File: src/design/tasp_pkg.sv
// Package with command codes, direction indexes and port widths for the two-axis stepper positioner.
package tasp_pkg;

	// Command codes carried in the input tuser field.
	localparam logic [1:0] CMD_SET  = 2'd0;
	localparam logic [1:0] CMD_RUN  = 2'd1;
	localparam logic [1:0] CMD_TICK = 2'd2;

	// Direction flag bit positions; the phase counters use the same order.
	localparam logic [1:0] DIR_LEFT  = 2'd0;
	localparam logic [1:0] DIR_RIGHT = 2'd1;
	localparam logic [1:0] DIR_UP    = 2'd2;
	localparam logic [1:0] DIR_DOWN  = 2'd3;

	localparam int POS_W   = 8;
	localparam int NUM_DIR = 4;
	localparam int PHASE_W = 2;

	// Packed stream widths; the tdata widths are rounded up to whole bytes.
	localparam int IN_DATA_W  = 16;
	localparam int IN_USER_W  = 2;
	localparam int OUT_DATA_W = 16;

	// One result item, lowest field last in the declaration.
	typedef struct packed {
		logic [POS_W-1:0]   remaining;
		logic               released;
		logic               moving_v;
		logic               moving_h;
		logic [PHASE_W-1:0] phase;
		logic               step_axis;
		logic               stepped;
	} result_t;

endpackage

File: src/design/two_axis_stepper_positioner.sv
// Top level of the two-axis stepper positioner: command decode, axis state and result register.

// The block takes one command item per cycle and returns exactly one result item for each,
// shown in the cycle after acceptance. The axis state is updated in the accepting cycle and the result
// waits in an output register; the input side stays ready while that register is empty or
// being taken, so a steady stream runs at one item per clock. A set command (tuser 0) stores
// the target as the axis position at once and loads the step count with the distance, a run
// command (tuser 1) arms motion, and a tick (tuser 2) makes one full step or, when disarmed or
// out of steps, releases the coils and clears both lamps. The phase output is the coil pattern
// index; the coil patterns themselves are left to the driver.
module two_axis_stepper_positioner (
	input  logic                            clk,
	input  logic                            arst_n,
	// Input items.
	input  logic                            s_tvalid,
	output logic                            s_tready,
	// tdata fields from bit 0: axis[0], target[8:1], zero fill.
	input  logic [tasp_pkg::IN_DATA_W-1:0]  s_tdata,
	// tuser fields from bit 0: command[1:0].
	input  logic [tasp_pkg::IN_USER_W-1:0]  s_tuser,
	// Result items.
	output logic                            m_tvalid,
	input  logic                            m_tready,
	// tdata fields from bit 0: stepped[0], step_axis[1], phase[3:2], moving_h[4],
	// moving_v[5], released[6], remaining[14:7], zero fill.
	output logic [tasp_pkg::OUT_DATA_W-1:0] m_tdata
);

	logic [1:0]                  command;
	logic                        axis;
	logic [tasp_pkg::POS_W-1:0]  target;
	logic                        accept;

	logic [tasp_pkg::POS_W-1:0]   pos_h_q, pos_v_q, steps_left_q;
	logic                         armed_q, lamp_h_q, lamp_v_q;
	logic [tasp_pkg::NUM_DIR-1:0] dir_flags_q;
	logic [tasp_pkg::PHASE_W-1:0] phase_cnt_q [tasp_pkg::NUM_DIR];

	logic [tasp_pkg::POS_W-1:0]   pos_h_d, pos_v_d, steps_left_d, cur_pos;
	logic                         armed_d, lamp_h_d, lamp_v_d;
	logic [tasp_pkg::NUM_DIR-1:0] dir_flags_d;
	logic                         dir_found;
	logic [1:0]                   dir_sel;
	logic [tasp_pkg::PHASE_W-1:0] kr;
	logic                         do_step;
	tasp_pkg::result_t            res_d, res_q;

	assign command = s_tuser[1:0];
	assign axis    = s_tdata[0];
	assign target  = s_tdata[8:1];

	// The input side is open while the result register is free or drains this cycle.
	assign s_tready = !m_tvalid || m_tready;
	assign accept   = s_tvalid && s_tready;

	// Pick the active direction in the order left, right, down, up.
	always_comb begin
		dir_found = 1'b1;
		dir_sel   = tasp_pkg::DIR_LEFT;
		if (dir_flags_q[tasp_pkg::DIR_LEFT]) begin
			dir_sel = tasp_pkg::DIR_LEFT;
		end else if (dir_flags_q[tasp_pkg::DIR_RIGHT]) begin
			dir_sel = tasp_pkg::DIR_RIGHT;
		end else if (dir_flags_q[tasp_pkg::DIR_DOWN]) begin
			dir_sel = tasp_pkg::DIR_DOWN;
		end else if (dir_flags_q[tasp_pkg::DIR_UP]) begin
			dir_sel = tasp_pkg::DIR_UP;
		end else begin
			dir_found = 1'b0;
		end
	end

	assign kr      = phase_cnt_q[dir_sel];
	assign cur_pos = axis ? pos_v_q : pos_h_q;

	// Next state and result for the item at the input.
	always_comb begin
		pos_h_d      = pos_h_q;
		pos_v_d      = pos_v_q;
		steps_left_d = steps_left_q;
		armed_d      = armed_q;
		lamp_h_d     = lamp_h_q;
		lamp_v_d     = lamp_v_q;
		dir_flags_d  = dir_flags_q;
		do_step      = 1'b0;
		res_d        = '0;

		case (command)
			tasp_pkg::CMD_SET: begin
				// An equal target leaves everything as it is.
				if (cur_pos > target) begin
					dir_flags_d  = '0;
					dir_flags_d[axis ? tasp_pkg::DIR_DOWN : tasp_pkg::DIR_LEFT] = 1'b1;
					steps_left_d = cur_pos - target;
				end else if (target > cur_pos) begin
					dir_flags_d  = '0;
					dir_flags_d[axis ? tasp_pkg::DIR_UP : tasp_pkg::DIR_RIGHT] = 1'b1;
					steps_left_d = target - cur_pos;
				end
				if (cur_pos != target) begin
					if (axis) begin
						pos_v_d = target;
					end else begin
						pos_h_d = target;
					end
				end
			end
			tasp_pkg::CMD_RUN: begin
				armed_d = 1'b1;
			end
			tasp_pkg::CMD_TICK: begin
				if (armed_q && steps_left_q != '0) begin
					if (dir_found) begin
						do_step         = 1'b1;
						res_d.stepped   = 1'b1;
						res_d.step_axis = (dir_sel == tasp_pkg::DIR_UP) ||
						                  (dir_sel == tasp_pkg::DIR_DOWN);
						// Right and down walk the patterns backward.
						res_d.phase     = ((dir_sel == tasp_pkg::DIR_RIGHT) ||
						                   (dir_sel == tasp_pkg::DIR_DOWN)) ? ~kr : kr;
						if (res_d.step_axis) begin
							lamp_v_d = 1'b1;
						end else begin
							lamp_h_d = 1'b1;
						end
						steps_left_d = steps_left_q - 1'b1;
					end
				end else begin
					// Idle tick: release the coils and disarm.
					steps_left_d   = '0;
					armed_d        = 1'b0;
					lamp_h_d       = 1'b0;
					lamp_v_d       = 1'b0;
					res_d.released = 1'b1;
				end
			end
			default: begin
			end
		endcase

		res_d.moving_h  = lamp_h_d;
		res_d.moving_v  = lamp_v_d;
		res_d.remaining = steps_left_d;
	end

	// Axis state, updated when an item is accepted.
	always_ff @(posedge clk or negedge arst_n) begin
		if (!arst_n) begin
			pos_h_q      <= '0;
			pos_v_q      <= '0;
			steps_left_q <= '0;
			armed_q      <= 1'b0;
			lamp_h_q     <= 1'b0;
			lamp_v_q     <= 1'b0;
			dir_flags_q  <= '0;
			for (int i = 0; i < tasp_pkg::NUM_DIR; i++) begin
				phase_cnt_q[i] <= '0;
			end
		end else if (accept) begin
			pos_h_q      <= pos_h_d;
			pos_v_q      <= pos_v_d;
			steps_left_q <= steps_left_d;
			armed_q      <= armed_d;
			lamp_h_q     <= lamp_h_d;
			lamp_v_q     <= lamp_v_d;
			dir_flags_q  <= dir_flags_d;
			if (do_step) begin
				phase_cnt_q[dir_sel] <= kr + 1'b1;
			end
		end
	end

	// Output valid flag.
	always_ff @(posedge clk or negedge arst_n) begin
		if (!arst_n) begin
			m_tvalid <= 1'b0;
		end else if (s_tready) begin
			m_tvalid <= s_tvalid;
		end
	end

	// Result payload register.
	always_ff @(posedge clk) begin
		if (accept) begin
			res_q <= res_d;
		end
	end

	assign m_tdata = {{(tasp_pkg::OUT_DATA_W - $bits(tasp_pkg::result_t)){1'b0}}, res_q};

endmodule

File: config.mk
export PLATFORM = sky130hd
export DESIGN_NAME = two_axis_stepper_positioner
export DESIGN_NICKNAME = d
export VERILOG_FILES = /design/src/design/tasp_pkg.sv /design/src/design/two_axis_stepper_positioner.sv
export SDC_FILE = /design/constraint.sdc
export NUM_CORES = 1
export LEC_CHECK = 0
export BUFFER_PORTS_ARGS = -buffer_cell sky130_fd_sc_hd__buf_4
export CAP_MARGIN = 5
export CORE_ASPECT_RATIO = 0.7
export CORE_MARGIN = 3
export CORE_UTILIZATION = 55
export CTS_BUF_LIST = sky130_fd_sc_hd__clkbuf_4
export CTS_CLUSTER_DIAMETER = 40
export DETAILED_ROUTE_END_ITERATION = 8
export PLACE_DENSITY = 0.76
export SYNTH_ARGS = -nofsm -noshare
export SYNTH_HDL_FRONTEND = slang
export SYNTH_SLANG_ARGS = --single-unit
export TNS_END_PERCENT = 20
File: constraint.sdc
create_clock -name clk -period 6.4 [get_ports clk]
set_clock_uncertainty 0.2 [all_clocks]
set_input_delay 0.96 -clock clk [delete_from_list [all_inputs] [get_ports clk]]
set_output_delay 0.96 -clock clk [all_outputs]
set_load 0.02 [all_outputs]
==> results.yml <==
clock_network:
  ctsHoldBuffers: 0
  cts_made_buffers: 5
  clock_latency_ns: 0.40
  cts_tree: "built"
  cts.clk_slew.worst_paths_ns: 0.19
  clock_path_buffers: 2
  root_buffer: "clkbuf_4"
  clock-sinks: 55
  htree_levels: 2
  postCtsSetupBuffers: 0
  ctsResizeCount: 0
yosys:
  synthesis.nets: 423
  synthArstFlopShare_pct: 72.7
  synth_cells: 382
  synth_top_cell_by_area: "dfrtp_1"
  avgSynthCellArea_um2: 9.67
  synth-edff-count: 15
  synth_top_area_share_pct: 27.1
  ys_warn_count: 0
  synth_seq_cells: 55
  netlist_area_um2: 3690
  ys.flop_type: "dfrtp_1"
  yosysSeqAreaShare_pct: 39.3
  synth_cell_types: 71
  netlist_top_cells_area: "dfrtp_1, edfxtp_1, ha_1, mux2_2, nand2_1"
detailed_routing:
  vias: 3107
  first_iter_violations: 250
  via_per_inst: 6.24
  post-route-drc-count: 0
  ant_nets: 0
  dr.pass1.iters: 5
  drt_wl_total_mm: 8.67
  wl_per_cell_um: 17.4
floorplan:
  fp.dieArea_um2: 7750
  die_w_um: 104
  coreArea_um2: 6370
  ios: 40
  die_y_um: 74.6
  initial_utilization_pct: 58.0
  fp-row-count: 24
placement:
  dpl.hpwl_mm: 6.41
  dpl-instance-area_um2: 3950
  gp_congestion: 0.921
  io_buffers: 31
global_route:
  grt-ovfl-total: 0
  antenna_found_initial: 0
  grt_usage_pct: 23.1
  grt_pass1_wl_mm: 14.3
  grt_pass1_vias: 2839
  grt_max_degree: 41
setup_path:
  crit_path_end: "m_tdata[10]"
  max_stage_delay_ns: 0.62
  cp_slowest_cell: "a221oi_1"
  reg2reg_from: "pos_v_q[3]"
  crit_buf_inv: 2
  crit_chain: "buf_4 > mux2i_1 > inv_1 > ha_1 > a21oi_2 > a21oi_2 > o311ai_4 > nor2_2 > a221oi_1 > o32a_1"
  startpoint: "s_tdata[0]"
  cp.arrival_ns: 3.81
  crit_top_cell: "a21oi_2"
  timing.rr.end: "m_tdata[10]"
  critical_path.top_delay_family: "compound AO/OA/AOI/OAI gates"
  cp-end-kind: "register"
  path_class: "in2reg"
  start_kind: "input port"
  critPathRequiredTime_ns: 6.48
  path_depth: 10
  cp_max_fo: 12
  reg2reg_slack_ns: 3.13
  ff2ff_path_depth: 9
cells_and_area:
  nNetsFinal: 447
  mostFrequentLayoutCell: "dfrtp_1"
  antenna_cells: 0
  syn2layout_area_growth_pct: 9.42
  finish.instance_area_um2: 4040
  drive_above_1_share_pct: 19.2
  fillers: 563
  layout_common_cells: "dfrtp_1, nand2_1, buf_4, inv_1"
pwr:
  clockPowerShare_pct: 13.8
  p_comb_share_pct: 49.8
  vdd_drop_max_mv: 0.208
  pwr-share-seq_pct: 36.4
  p_leak_nw: 1.76
  swShare_pct: 43.4
  p_sw_w: 0.000673
  internal_power_w: 0.000876
  powerDensity_nw_per_um2: 383
sta:
  hold_viol_final: 0
  period_needed_ns: 3.73
  clock.fmax_mhz: 268
  setup_viol: 0
  rsz0062_at_grt: "no"
  tightest_slew_ns: 0.898
  tns_ns: 0
  period_share_pct: 58.3
  drv_slew: 0
  timing.slew.headroom_pct: 39.8
worst_hold_path:
  worstHoldPathType: "reg2reg"
run_status:
  status: "completed"
run:
  cap_violations: 0
==> kinds of logic (layout without fill, tap and decap cells) <==
kind of cell | Yosys count | in the layout | share of synthesized area (%)
AO/OA/AOI/OAI | 121 | 121 | 23.5
XOR/XNOR | 9 | 9 | 2.13
flip-flops | 55 | 55 | 39.3
adder cells (fa/ha/maj) | 19 | 19 | 6.84
multiplexers | 28 | 28 | 8.20
buffers and inverters | 40 | 65 | 4.98
other | 1 | 1 | 0.102
AND/OR/NAND/NOR | 109 | 109 | 15.0
==> worst reg2reg max path, cell delays in order, from the launching register on <==
cell and delay [ns]:
dfrtp_1 0.41, mux2i_1 0.19, inv_1 0.06, ha_1 0.42
a21oi_2 0.30, a21oi_2 0.12, o311ai_4 0.44, nor2_2 0.16
a221oi_1 0.62, o32a_1 0.22
==> state kept, by name (all words and copies together) (netlist names) <==
register      count
pos_v_q           8
m_tdata          15
lamp_v_q          1
m_tvalid          1
pos_h_q           8
armed_q           1
lamp_h_q          1
phase_cnt_q       8
dir_flags_q       4
steps_left_q      8
==> stage by stage <==
stage          total power, W  cells  hold slack [ns]  setup WS [ns]  util, %
4_1_cts               0.00154    498            0.289           2.75     63.5
3_5_place_dp          0.00133    490            0.265           2.33     62.1
5_1_grt               0.00166    498            0.318           2.55     63.5
6_report              0.00155    498            0.289           2.67     63.5
2_1_floorplan         0.00115    382            0.246           2.59        -
3_3_place_gp          0.00130    490            0.264           2.38     62.1
==> power by group through the flow <==
| stage | combinational [W] | sequential (W) | clock, W |
|---|---|---|---|
| final | 0.000771 | 0.000564 | 0.000215 |
| after global routing | 0.000852 | 0.000578 | 0.000228 |
| after CTS | 0.000760 | 0.000561 | 0.000215 |
| after detailed placement | 0.000756 | 0.000570 | 0 |
| after global placement | 0.000737 | 0.000563 | 0 |
| after floorplan | 0.000584 | 0.000570 | 0 |
==> per-layer routing <==
| metal | part of all wire, % | wire (um) | track usage, % | up-vias |
|---|---|---|---|---|
| met5 | 0 | 0 | 0 | - |
| met3 | 7.2 | 623 | 3.64 | 11 |
| met1 | 49 | 4270 | 34.8 | 1515 |
| li1 | - | - | - | 1451 |
| met2 | 43 | 3700 | 36.0 | 130 |
| met4 | 0.84 | 73 | 3.39 | 0 |
==> synthesized netlist by cell type, types with 3 or more instances <==
library cell and count:
buf_6 3, nand3b_1 4, a21o_1 9, mux2i_1 10, a21oi_1 22, or2_2 3
o2bb2ai_1 4, a31oi_1 4, nand3_1 7, o21a_1 3, buf_2 3, nand2b_1 5
nand4_1 3, a21oi_2 6, clkbuf_1 4, edfxtp_1 15, nor3_1 11, dfrtp_1 40
nor2_1 20, and2_1 3, mux2_2 17, ha_1 17, a211oi_1 5, xor2_1 3
o22a_1 4, o21ai_0 22, xnor2_1 6, o22ai_1 3, nand2_1 37, o211ai_1 3
inv_1 25, o31ai_1 7
==> layout make-up <==
class	instances	area, um^2	share of cell area [%]
Tap cell	91	114	2.82
Clock inverter	3	50.0	1.24
Clock buffer	5	37.5	0.929
Inverter	26	97.6	2.41
Timing Repair Buffer	31	233	5.76
Multi-Input combinational cell	287	2060	50.9
Sequential cell	55	1450	35.9
==> worst min path at each step <==
| stage | startpoint | to | cells after the start | slack, ns |
|---|---|---|---|---|
| 2_1_floorplan | phase_cnt_q[2] | phase_cnt_q[2] | 1 | 0.25 |
| 3_5_place_dp | phase_cnt_q[2] | phase_cnt_q[2] | 1 | 0.26 |
| 4_1_cts | phase_cnt_q[2] | phase_cnt_q[2] | 1 | 0.29 |
| 6_report | phase_cnt_q[2] | phase_cnt_q[2] | 1 | 0.29 |
| 5_1_grt | phase_cnt_q[2] | phase_cnt_q[2] | 1 | 0.32 |
| 3_3_place_gp | phase_cnt_q[2] | phase_cnt_q[2] | 1 | 0.26 |
No activity file was read; power rests on OpenSTA's default activity.
